<file path="src/rtl/bdll_pkg.sv">
// bdll_pkg: sizes, command and status codes, and beat types for the
// bounded doubly linked list unit. Depends on nothing.
package bdll_pkg;

    // list sizing
    localparam int CAPACITY   = 16;
    localparam int DATA_WIDTH = 32;
    localparam int SLOT_W     = $clog2(CAPACITY);
    localparam int LINK_W     = SLOT_W + 1;
    localparam logic [LINK_W-1:0] NIL_SLOT = LINK_W'(CAPACITY);

    // command codes
    typedef logic [2:0] t_cmd;
    localparam t_cmd CMD_PUSH_FRONT = 3'd0;
    localparam t_cmd CMD_PUSH_BACK  = 3'd1;
    localparam t_cmd CMD_POP_FRONT  = 3'd2;
    localparam t_cmd CMD_POP_BACK   = 3'd3;
    localparam t_cmd CMD_REMOVE_VAL = 3'd4;
    localparam t_cmd CMD_READ_INDEX = 3'd5;
    localparam t_cmd CMD_CLEAR      = 3'd6;

    // status codes
    typedef logic [2:0] t_status;
    localparam t_status ST_OK       = 3'd0;
    localparam t_status ST_EMPTY    = 3'd1;
    localparam t_status ST_FULL     = 3'd2;
    localparam t_status ST_NOTFOUND = 3'd3;
    localparam t_status ST_RANGE    = 3'd4;

    // input beat
    typedef struct packed {
        t_cmd        cmd;
        logic [31:0] value;
        logic [3:0]  index;
    } t_in_beat;

    // result beat
    typedef struct packed {
        t_status     status;
        logic [31:0] data;
        logic [4:0]  size;
        logic        empty_res;
    } t_out_beat;

    // one word of the link memory
    typedef struct packed {
        logic [LINK_W-1:0] next;
        logic [LINK_W-1:0] prev;
    } t_link;

endpackage

</file>
<file path="src/rtl/bdll_ram.sv">
// bdll_ram: generic simple dual-port ram, one write and one registered read.
// Self-contained, no package needed.
module bdll_ram #(
    parameter int WIDTH = 8,
    parameter int DEPTH = 16,
    localparam int AW   = $clog2(DEPTH)
) (
    input  logic             i_clk,
    input  logic             i_we,
    input  logic [AW-1:0]    i_waddr,
    input  logic [WIDTH-1:0] i_wdata,
    input  logic [AW-1:0]    i_raddr,
    output logic [WIDTH-1:0] o_rdata
);

    logic [WIDTH-1:0] r_mem [DEPTH];
    logic [WIDTH-1:0] r_rdata;

    // write port
    always_ff @(posedge i_clk) begin
        if (i_we) begin
            r_mem[i_waddr] <= i_wdata;
        end
    end

    // registered read port
    always_ff @(posedge i_clk) begin
        r_rdata <= r_mem[i_raddr];
    end

    assign o_rdata = r_rdata;

endmodule

</file>
<file path="src/rtl/bounded_doubly_linked_list_unit.sv">
// Bounded doubly linked list: one command beat in, one result beat out.
// Clear/full/empty/range results load directly; push fills the new slot, then patches the
// old end if the list was not empty; pop unlinks the end entry; read-at-index follows links
// from the head; remove-by-value compares entries (one memory read each), then reports not
// found or unlinks the match. One command at a time: next beat taken the cycle after the
// result loads. Reset (sync, active low) empties the list; the memories are not cleared.
module bounded_doubly_linked_list_unit (
    input  logic                i_clk,
    input  logic                i_rst_n,
    input  logic                i_in_valid,
    output logic                o_in_ready,
    input  bdll_pkg::t_in_beat  i_in_beat,
    output logic                o_out_valid,
    input  logic                i_out_ready,
    output bdll_pkg::t_out_beat o_out_beat
);
    import bdll_pkg::*;

    // sequencer codes
    localparam logic [3:0] S_IDLE = 4'd0;
    localparam logic [3:0] S_EXEC = 4'd1;
    localparam logic [3:0] S_NBWR = 4'd2;
    localparam logic [3:0] S_UL0  = 4'd3;
    localparam logic [3:0] S_UL1  = 4'd4;
    localparam logic [3:0] S_UL2  = 4'd5;
    localparam logic [3:0] S_UL3  = 4'd6;
    localparam logic [3:0] S_UL4  = 4'd7;
    localparam logic [3:0] S_WALK = 4'd8;
    localparam logic [3:0] S_LOOK = 4'd9;
    localparam logic [3:0] S_DONE = 4'd10;

    logic [3:0]            r_state, n_state;
    t_cmd                  r_cmd, n_cmd;
    logic [DATA_WIDTH-1:0] r_val, n_val;
    logic [3:0]            r_idx, n_idx;
    logic [LINK_W-1:0]     r_head, n_head;
    logic [LINK_W-1:0]     r_tail, n_tail;
    logic [CAPACITY-1:0]   r_free, n_free;
    logic [LINK_W-1:0]     r_count, n_count;
    logic [LINK_W-1:0]     r_cur, n_cur;
    logic [LINK_W-1:0]     r_slot, n_slot;
    logic [LINK_W-1:0]     r_p, n_p;
    logic [LINK_W-1:0]     r_n, n_n;
    logic [3:0]            r_step, n_step;
    t_status               r_status, n_status;
    logic [31:0]           r_data, n_data;
    logic                  r_out_valid, n_out_valid;
    t_out_beat             r_out, n_out;

    // memory ports
    logic                  data_we;
    logic [SLOT_W-1:0]     data_waddr;
    logic [DATA_WIDTH-1:0] data_wdata;
    logic [SLOT_W-1:0]     data_raddr;
    logic [DATA_WIDTH-1:0] data_rdata;
    logic                  link_we;
    logic [SLOT_W-1:0]     link_waddr;
    t_link                 link_wdata;
    logic [SLOT_W-1:0]     link_raddr;
    t_link                 link_rdata;

    logic [LINK_W-1:0]     free_slot;

    // lowest-numbered free slot, null when full
    function automatic logic [LINK_W-1:0] lowest_free(input logic [CAPACITY-1:0] map);
        logic [LINK_W-1:0] res;
        res = NIL_SLOT;
        for (int k = CAPACITY - 1; k >= 0; k--) begin
            if (map[k]) begin
                res = LINK_W'(k);
            end
        end
        return res;
    endfunction

    assign free_slot = lowest_free(r_free);

    bdll_ram #(.WIDTH(DATA_WIDTH), .DEPTH(CAPACITY)) u_data_ram (
        .i_clk   (i_clk),
        .i_we    (data_we),
        .i_waddr (data_waddr),
        .i_wdata (data_wdata),
        .i_raddr (data_raddr),
        .o_rdata (data_rdata)
    );

    bdll_ram #(.WIDTH(2 * LINK_W), .DEPTH(CAPACITY)) u_link_ram (
        .i_clk   (i_clk),
        .i_we    (link_we),
        .i_waddr (link_waddr),
        .i_wdata (link_wdata),
        .i_raddr (link_raddr),
        .o_rdata (link_rdata)
    );

    // command sequencer
    always_comb begin
        n_state     = r_state;
        n_cmd       = r_cmd;
        n_val       = r_val;
        n_idx       = r_idx;
        n_head      = r_head;
        n_tail      = r_tail;
        n_free      = r_free;
        n_count     = r_count;
        n_cur       = r_cur;
        n_slot      = r_slot;
        n_p         = r_p;
        n_n         = r_n;
        n_step      = r_step;
        n_status    = r_status;
        n_data      = r_data;
        n_out       = r_out;
        n_out_valid = r_out_valid && !i_out_ready;

        data_we     = 1'b0;
        data_waddr  = free_slot[SLOT_W-1:0];
        data_wdata  = r_val;
        data_raddr  = r_cur[SLOT_W-1:0];
        link_we     = 1'b0;
        link_waddr  = r_slot[SLOT_W-1:0];
        link_wdata  = '{next: NIL_SLOT, prev: NIL_SLOT};
        link_raddr  = r_cur[SLOT_W-1:0];

        unique case (r_state)
            S_IDLE: begin
                if (i_in_valid) begin
                    n_cmd   = i_in_beat.cmd;
                    n_val   = i_in_beat.value[DATA_WIDTH-1:0];
                    n_idx   = i_in_beat.index;
                    n_state = S_EXEC;
                end
            end

            S_EXEC: begin
                n_status = ST_OK;
                n_data   = '0;
                n_state  = S_DONE;
                unique case (r_cmd) inside
                    CMD_PUSH_FRONT, CMD_PUSH_BACK: begin
                        if (free_slot == NIL_SLOT) begin
                            n_status = ST_FULL;
                        end else begin
                            // new entry into the lowest free slot
                            data_we    = 1'b1;
                            link_we    = 1'b1;
                            link_waddr = free_slot[SLOT_W-1:0];
                            n_free[free_slot[SLOT_W-1:0]] = 1'b0;
                            n_count    = r_count + 1'b1;
                            n_slot     = free_slot;
                            if (r_head == NIL_SLOT) begin
                                n_head = free_slot;
                                n_tail = free_slot;
                            end else if (r_cmd == CMD_PUSH_FRONT) begin
                                link_wdata = '{next: r_head, prev: NIL_SLOT};
                                link_raddr = r_head[SLOT_W-1:0];
                                n_cur      = r_head;
                                n_head     = free_slot;
                                n_state    = S_NBWR;
                            end else begin
                                link_wdata = '{next: NIL_SLOT, prev: r_tail};
                                link_raddr = r_tail[SLOT_W-1:0];
                                n_cur      = r_tail;
                                n_tail     = free_slot;
                                n_state    = S_NBWR;
                            end
                        end
                    end
                    CMD_POP_FRONT, CMD_POP_BACK: begin
                        if (r_head == NIL_SLOT) begin
                            n_status = ST_EMPTY;
                        end else begin
                            n_slot  = (r_cmd == CMD_POP_FRONT) ? r_head : r_tail;
                            n_state = S_UL0;
                        end
                    end
                    CMD_REMOVE_VAL: begin
                        if (r_head == NIL_SLOT) begin
                            n_status = ST_EMPTY;
                        end else begin
                            n_cur   = r_head;
                            n_state = S_WALK;
                        end
                    end
                    CMD_READ_INDEX: begin
                        if (32'(r_idx) >= 32'(r_count)) begin
                            n_status = ST_RANGE;
                        end else begin
                            n_cur   = r_head;
                            n_step  = r_idx;
                            n_state = S_WALK;
                        end
                    end
                    CMD_CLEAR: begin
                        n_free  = '1;
                        n_head  = NIL_SLOT;
                        n_tail  = NIL_SLOT;
                        n_count = '0;
                    end
                    default: begin
                    end
                endcase
            end

            // patch the old end entry to point at the new slot
            S_NBWR: begin
                link_we    = 1'b1;
                link_waddr = r_cur[SLOT_W-1:0];
                if (r_cmd == CMD_PUSH_FRONT) begin
                    link_wdata = '{next: link_rdata.next, prev: r_slot};
                end else begin
                    link_wdata = '{next: r_slot, prev: link_rdata.prev};
                end
                n_state = S_DONE;
            end

            // unlink: fetch links of the victim slot
            S_UL0: begin
                link_raddr = r_slot[SLOT_W-1:0];
                n_state    = S_UL1;
            end

            S_UL1: begin
                n_p = link_rdata.prev;
                n_n = link_rdata.next;
                n_free[r_slot[SLOT_W-1:0]] = 1'b1;
                n_count = r_count - 1'b1;
                if (link_rdata.prev != NIL_SLOT) begin
                    link_raddr = link_rdata.prev[SLOT_W-1:0];
                    n_state    = S_UL2;
                end else begin
                    n_head  = link_rdata.next;
                    n_state = S_UL3;
                end
            end

            // predecessor skips the victim
            S_UL2: begin
                link_we    = 1'b1;
                link_waddr = r_p[SLOT_W-1:0];
                link_wdata = '{next: r_n, prev: link_rdata.prev};
                n_state    = S_UL3;
            end

            S_UL3: begin
                if (r_n != NIL_SLOT) begin
                    link_raddr = r_n[SLOT_W-1:0];
                    n_state    = S_UL4;
                end else begin
                    n_tail  = r_p;
                    n_state = S_DONE;
                end
            end

            // successor points back past the victim
            S_UL4: begin
                link_we    = 1'b1;
                link_waddr = r_n[SLOT_W-1:0];
                link_wdata = '{next: link_rdata.next, prev: r_p};
                n_state    = S_DONE;
            end

            // walk: read data and links of the current slot
            S_WALK: begin
                n_state = S_LOOK;
            end

            S_LOOK: begin
                if (r_cmd == CMD_REMOVE_VAL) begin
                    if (data_rdata == r_val) begin
                        n_slot  = r_cur;
                        n_state = S_UL0;
                    end else if (link_rdata.next == NIL_SLOT) begin
                        n_status = ST_NOTFOUND;
                        n_state  = S_DONE;
                    end else begin
                        n_cur   = link_rdata.next;
                        n_state = S_WALK;
                    end
                end else begin
                    if (r_step == '0) begin
                        n_data  = 32'(data_rdata);
                        n_state = S_DONE;
                    end else begin
                        n_cur   = link_rdata.next;
                        n_step  = r_step - 1'b1;
                        n_state = S_WALK;
                    end
                end
            end

            // load the result register once it is free
            S_DONE: begin
                if (!r_out_valid || i_out_ready) begin
                    n_out.status    = r_status;
                    n_out.data      = r_data;
                    n_out.size      = 5'(r_count);
                    n_out.empty_res = (r_count == '0);
                    n_out_valid     = 1'b1;
                    n_state         = S_IDLE;
                end
            end

            default: begin
                n_state = S_IDLE;
            end
        endcase
    end

    // control registers
    always_ff @(posedge i_clk) begin
        if (!i_rst_n) begin
            r_state     <= S_IDLE;
            r_head      <= NIL_SLOT;
            r_tail      <= NIL_SLOT;
            r_free      <= '1;
            r_count     <= '0;
            r_out_valid <= 1'b0;
        end else begin
            r_state     <= n_state;
            r_head      <= n_head;
            r_tail      <= n_tail;
            r_free      <= n_free;
            r_count     <= n_count;
            r_out_valid <= n_out_valid;
        end
    end

    // payload and working registers
    always_ff @(posedge i_clk) begin
        r_cmd    <= n_cmd;
        r_val    <= n_val;
        r_idx    <= n_idx;
        r_cur    <= n_cur;
        r_slot   <= n_slot;
        r_p      <= n_p;
        r_n      <= n_n;
        r_step   <= n_step;
        r_status <= n_status;
        r_data   <= n_data;
        r_out    <= n_out;
    end

    assign o_in_ready  = (r_state == S_IDLE);
    assign o_out_valid = r_out_valid;
    assign o_out_beat  = r_out;

endmodule
</file>
<file path="config.mk">
export PLATFORM = sky130hd
export DESIGN_NAME = bounded_doubly_linked_list_unit
export DESIGN_NICKNAME = d
export VERILOG_FILES = /design/src/rtl/bdll_pkg.sv /design/src/rtl/bdll_ram.sv /design/src/rtl/bounded_doubly_linked_list_unit.sv
export SDC_FILE = /design/constraint.sdc
export NUM_CORES = 1
export LEC_CHECK = 0
export ABC_AREA = 1
export BUFFER_PORTS_ARGS = -buffer_cell sky130_fd_sc_hd__buf_2
export CORE_MARGIN = 4
export CORE_UTILIZATION = 55
export DETAILED_ROUTE_END_ITERATION = 7
export PLACE_DENSITY = 0.72
export SETUP_SLACK_MARGIN = 0.5
export SLEW_MARGIN = 10
export SYNTH_ARGS = -nofsm -noshare
export SYNTH_HDL_FRONTEND = slang
export SYNTH_SLANG_ARGS = --single-unit
</file>
<file path="constraint.sdc">
create_clock -name i_clk -period 3.9 [get_ports i_clk]
set_clock_uncertainty 0.15 [all_clocks]
set_input_delay 0.39 -clock i_clk [delete_from_list [all_inputs] [get_ports i_clk]]
set_output_delay 0.39 -clock i_clk [all_outputs]
set_load 0.02 [all_outputs]
</file>
# Word level (Yosys, flattened, before mapping)

Memories as Yosys holds them, arrays and structs flattened. A register that Yosys moved wholly into a read port is not among the register bits.
Cells that the tools add are included.
Widths: inputs -> output; s select.

Flip-flop bits (word level): 175
Memory bits (writable): 672
Output and inout port bits: 43
Memories kept: 2

Memory list:

| name             | words | width | rd ports | clocked after Yosys merged registers in | write ports | line           | source |
|---|---|---|---|---|---|---|---|
| u_data_ram.r_mem | 16    | 32    | 1        | 1                                       | 1           | bdll_ram.sv:16 | `logic [WIDTH-1:0] r_mem [DEPTH];` |
| u_link_ram.r_mem | 16    | 10    | 1        | 1                                       | 1           | bdll_ram.sv:16 |  |

Eq/ne operators: 48
Order comparisons: 5
Bitwise operators: 3
Add/subtract/negate cells: 3
Mux-type cells: 113
Reduce and logical (&&, ||, !) cells: 29

Operators with widths:

| kind               | count |
|---|---|
| $mux 5             | 39 |
| $pmux 5 s2         | 9 |
| $mux 4             | 20 |
| $mux 32            | 2 |
| $pmux 16 s2        | 2 |
| $pmux 32 s2        | 1 |
| $mux 10            | 5 |
| $pmux 4 s4         | 3 |
| $pmux 10 s4        | 1 |
| $pmux 4 s10        | 1 |
| $eq 32x32->1       | 1 |
| $ne 2x2->1 const B | 13 |
| $ne 3x3->1 const B | 8 |
| $and 16x16->16     | 1 |
| $eq 4x3->1 const B | 4 |
| $mux 16            | 1 |
| $not 16->16        | 1 |
| $or 16x16->16      | 1 |
| $eq 5x5->1 const B | 3 |
| $pmux 5 s3         | 1 |
| $reduce_and 5->1   | 3 |
| $eq 4x4->1 const B | 3 |
| $mux 1             | 12 |
| $mux 2             | 6 |
| 36 further kinds   | 60 |

# Logic depth before layout (Yosys ltp)

Word-level depth: 25
Depth in mapped cells: 22
Depth with buffers taken out: 22

# By module

Synthesis repeated with hierarchy kept, for this count alone.

Cells, all modules: 3794
Area total of the unflattened synthesis: 38844.8 µm²

By module, submodules not included:

| module                          | area each (µm²) | times used | cells each |
|---|---|---|---|
| bdll_ram (u_data_ram)           | 22730.6         | 1          | 2120 |
| bounded_doubly_linked_list_unit | 8934.8          | 1          | 992 |
| bdll_ram (u_link_ram)           | 7179.4          | 1          | 682 |

# Worst setup path after synthesis

No wires, ideal clock.

Path kind: flip-flop to flip-flop
Start: register r_free[14]
End: memory u_data_ram.r_mem[13][0] (netlist name) (enable)
Setup time: 0.421 ns
Arrival time: 2.804 ns
Required time: 3.329 ns
Setup slack: 0.525 ns
Clock period less this slack: 3.375 ns
Stages on the path, launching flop included: 20
Buffers on the path: 0
Path through: dfxtp_1 -> inv_1 -> nand2_1 -> nand2_1 -> nand2_1 -> nand2_1 -> nand2_1 -> nand2_1 -> nand2_1 -> nand2_1 -> nand2_1 -> nand2_1 -> nand2_1 -> nand2_1 -> nand2_1 -> nand2_1 -> nand2_1 -> nor2_1 -> nand2_1 -> nor2_1

Word-level cells in the longest chain between the ends: 21

RTL lines:

| element                      | line                                   | source |
|---|---|---|
| start: declaration           | bounded_doubly_linked_list_unit.sv:38  | `logic [CAPACITY-1:0] r_free, n_free;` |
| start signal: assignment     | bounded_doubly_linked_list_unit.sv:323 | `r_free <= n_free;` |
| $mux 5 * (15 in a row)       | bounded_doubly_linked_list_unit.sv:69  | `if (map[k]) begin` |
| $eq 5x5->1                   | bounded_doubly_linked_list_unit.sv:141 | `if (free_slot == NIL_SLOT) begin` |
| $mux 1                       | bounded_doubly_linked_list_unit.sv:141 |  |
| $mux 1                       | bounded_doubly_linked_list_unit.sv:139 | `unique case (r_cmd) inside` |
| $mux 1                       | bounded_doubly_linked_list_unit.sv:125 | `unique case (r_state)` |
| $mux 1                       | bdll_ram.sv:21                         | `if (i_we) begin` |
| $mux 1 (implied by the code) | bdll_ram.sv:22                         | `r_mem[i_waddr] <= i_wdata;` |
| end: declaration             | bdll_ram.sv:16                         |  |

Mark *: on every way between the ends. The rest lies on a longest branch, timed or not.

# Worst setup path after layout

Start: register r_val[2], in the netlist data_wdata[2]
End: register r_slot[0] (enable)

Word-level cells in the longest chain between the ends: 3

RTL lines:

| element                           | line                                   | source |
|---|---|---|
| start: declaration                | bounded_doubly_linked_list_unit.sv:34  | `logic [DATA_WIDTH-1:0] r_val, n_val;` |
| start signal: assignment          | bounded_doubly_linked_list_unit.sv:332 | `r_val <= n_val;` |
| $eq 32x32->1                      | bounded_doubly_linked_list_unit.sv:270 | `if (data_rdata == r_val) begin` |
| $ne 2x2->1 (no source line)       | n/a                                    |  |
| $reduce_and 6->1 (no source line) | n/a                                    |  |
| end signal: assignment            | bounded_doubly_linked_list_unit.sv:335 | `r_slot <= n_slot;` |
| end: declaration                  | bounded_doubly_linked_list_unit.sv:41  | `logic [LINK_W-1:0] r_slot, n_slot;` |

Every way passes these cells.
A chain may end at the register's enable or synchronous reset.

==> summary.md <==
| Metric | Value |
|---|---|
| Status | complete, no violations |
| Port buffer count | between 80 and 90 |
| I/O pins | 86 |
| Root Driver | clkbuf_16 |
| Netlist cell types | between 40 and 50 |
| Tightest Hold Check Type | input port to register |
| Worst slew pin tran | ~1100 ps |
| Critical path, cell by cell | xnor2_1 -> nand4_1 -> nor2_1 -> nand4_1 -> nand2_1 -> nand2_1 -> a211oi_1 -> buf_4 |
| Die Ht | approximately 260 um |
| Clock group share of total power | 0.278 |
| CP delay by family, top | simple AND/OR/NAND/NOR gates |
| Grt total ovfl | 0 |
| Sequential Area | about 0.026 mm^2 |
| DIE AREA | a little under 0.07 mm^2 |
| Power Total | roughly 30 mW |
| Clock latency on the worst-skew pair | 650 ps |
| Final ANT Viol Nets | 0 |
| YS warnings | 0 |
| Power Density | 737 mW/mm^2 |
| CP Max Fanout | 17 |
| Syn_nets | between 3k and 4k |
| CTS H-tree lvls | 3 |
| Placeable Area | approximately 0.064 mm^2 |
| Critical path endpoint category | register |
| Synth Instances | 2951 |
| Final setup viols | 0 |
| CP startpoint kind | register |
| Slew margin rel. | 0.261 |
| Commonest non-fill, non-tap cell in the layout | edfxtp_1 |
| Worst Path Required | about 4000 ps |
| First-pass iteration count of the detailed router | 8 |
| WL/cell | 24.4 um |
| Clock Path Buffers | 3 |
| Power Internal | 19.4 mW |
| Drt via density | about 6.2 |
| RSZ-0062 raised after global routing | yes |
| Total vias in the final route | ~25k |
| Most frequent cells in the layout | 811 x edfxtp_1, 386 x nor2_1, 340 x nand2_1 |
| Crit path max-delay cell type | edfxtp_1 |
| Initial antenna violation count | 7 |
| Setup CP Type | register to register |
| Total negative setup slack | 0 ps |
| Worst path bufs/invs | 1 |
| Slew Viols, Final | 0 |
| Slowest Stage Delay on Critical Path | 630 ps |
| Max-Cap Viols | 0 |
| Global-route wire length before repair | 148000 um |
| Total GRT Usage | 0.278 |
| Worst-case vdd ir drop | 0.586 mV |
| Post-synth top flop | edfxtp_1 |
| HPWL after DPL | 57300 um |
| Comb pwr share | 0.306 |
| Starting density of the core | 0.556 |
| Layout cells sized above 1 | 0.125 |
| Final min period | between 3000 and 4000 ps |
| Switching Fraction | 0.362 |
| Gp weighted congestion | 0.994 |
| Layout area overhead | 14.9% |
| Post-synthesis sequential area ratio | 0.723 |
| Final nets | between 3k and 4k |
| Die X-Extent | 263 um |
| Initial DRC count | between 3k and 4k |
| Clk sink count | 889 |
| Seq cells post-synth | 889 |
| Mapped Avg Cell Area | roughly 12 um^2 |
| Critical Path AT | between 3000 and 4000 ps |
| Max Fclk | ~310 MHz |
| Number of synthesized flops with an enable pin | 811 |
| Fin crit share | 0.838 |
| Area of the multi-input gates | a little under 0.009 mm^2 |
| # rows | 93 |
| Pin count of the biggest net entering global routing | ~140 |
| Vias in the first global route | approximately 24k |
| # fillers | 4797 |
| Sw Pwr | around 11 mW |
| Synthesized cell area | about 0.036 mm^2 |
| Leak Pwr | about 15 nW |
| CTS tree | done |
| DRC violations left | 0 |
| Reg power frac | 0.416 |
| Final-report hold violation count | 0 |
| Clock Pin Slew Worst Setup and Hold Paths | about 60 ps |
| FFs w/ async S/R, synth | 0 |
| DRT Wirelength | 98600 um |
| Num CTS Buffers | 89 |
[metrics by stage]
step | utilization | worst slack [ps] | hold WS [ps] | instances | area, um^2
2_1_floorplan | - | 525 | 250 | 2951 | 35900
3_3_place_gp | 0.585 | 332 | 255 | 3815 | 37700
3_5_place_dp | 0.585 | 283 | 255 | 3815 | 37700
5_1_grt | 0.640 | 470 | 111 | 4045 | 41200
6_report | 0.640 | 632 | 132 | 4045 | 41200
4_1_cts | 0.637 | 526 | 84.6 | 4024 | 41000
[cells in the mapped netlist, types with 2 or more instances]
library cell	count	share of area
xor2_1	5	0.0012
buf_6	8	0.0025
nor2_1	408	0.043
nand2_1	342	0.036
o31ai_1	3	0.00063
xnor2_1	19	0.0046
a221oi_1	4	0.00098
o311ai_0	3	0.00073
o2111ai_1	11	0.0027
o21ai_1	2	0.00028
nor2_2	4	0.00070
inv_2	5	0.00052
clkinv_1	3	0.00031
nand4_1	17	0.0030
o221ai_1	91	0.022
nand2_2	3	0.00052
a21oi_1	53	0.0074
ha_1	9	0.0031
nand3_1	259	0.036
nor3_1	19	0.0027
o211ai_1	58	0.012
a31oi_1	2	0.00035
edfxtp_1	811	0.68
buf_1	9	0.00094
or2_2	9	0.0016
o22ai_1	63	0.011
inv_1	148	0.015
dfxtp_1	78	0.044
a211oi_1	3	0.00063
clkbuf_1	136	0.014
nor4_1	2	0.00035
buf_2	21	0.0029
o21ai_0	332	0.046
[cell type report]
cell class                      instances  area share
Clock inverter                         49      0.0113
Clock buffer                          119      0.0590
Sequential cell                       889       0.629
Multi-Input combinational cell       1732       0.215
Timing Repair Buffer                  243      0.0457
Inverter                              156      0.0144
Antenna cell                            2    0.000121
Tap cell                              855      0.0259
[power groups by stage]
stage	combinational, mW	clock, mW	sequential (mW)
floorplan	6.05	0	12.5
global placement	8.67	0	12.8
detailed placement	8.91	0	12.9
CTS	9.00	8.53	12.7
global route	10.2	8.95	12.7
finish	9.30	8.44	12.6
[cell families after synthesis]
kind of cell | Yosys count | synth area share
AOI/OAI and AO/OA | 634 | 0.108
xor gates and xnor gates | 24 | 0.00586
adders and majority gates | 9 | 0.00314
buffers and inverters | 330 | 0.0369
DFF | 889 | 0.723
and+or+nand+nor | 1065 | 0.124
[final timing paths]
path / endpoint / slack (ps) / start / cells past startpoint
hold / removal: r_free[10]$_SDFFE_PN1P_ / 130 / i_rst_n / 2
setup reg to reg: r_slot[0]$_DFFE_PP_ / 630 / data_wdata[2]$_DFFE_PP_ / 8
setup / recovery: r_slot[0]$_DFFE_PP_ / 630 / data_wdata[2]$_DFFE_PP_ / 8
hold reg to reg: o_out_beat[20]$_DFFE_PP_ / 270 / r_data[14]$_SDFFCE_PN0P_ / 0
[sequential cells by signal, summed over array words and instances, names as in the netlist, 5 cells and up]
name                flops
r_free                 16
u_link_ram.r_mem      160
u_link_ram.o_rdata     10
r_p                     5
u_data_ram.o_rdata     32
r_tail                  5
o_out_beat             41
r_n                     5
r_count                 5
r_cur                   5
u_data_ram.r_mem      512
data_wdata             32
r_head                  5
r_slot                  5
r_data                 32
[metal layers]
| layer | global-route usage | routed length, um | share of wire |
|---|---|---|---|
| met1 | 0.407 | 39600 | 0.40 |
| met4 | 0.0888 | 3040 | 0.031 |
| met2 | 0.427 | 45200 | 0.46 |
| met5 | 0 | 13 | 0.00013 |
| met3 | 0.0526 | 10700 | 0.11 |
[what timing repair did]
action                                  CTS  global route
gates resized for setup                   1            13
hold endpoints to repair                 41             0
hold buffers                             41             0
cloned                                    0             0
pin swaps                                 0             4
endpoints found under the setup margin   10           212
buffers inserted                          0            19
No activity file was read; power rests on OpenSTA's default activity.
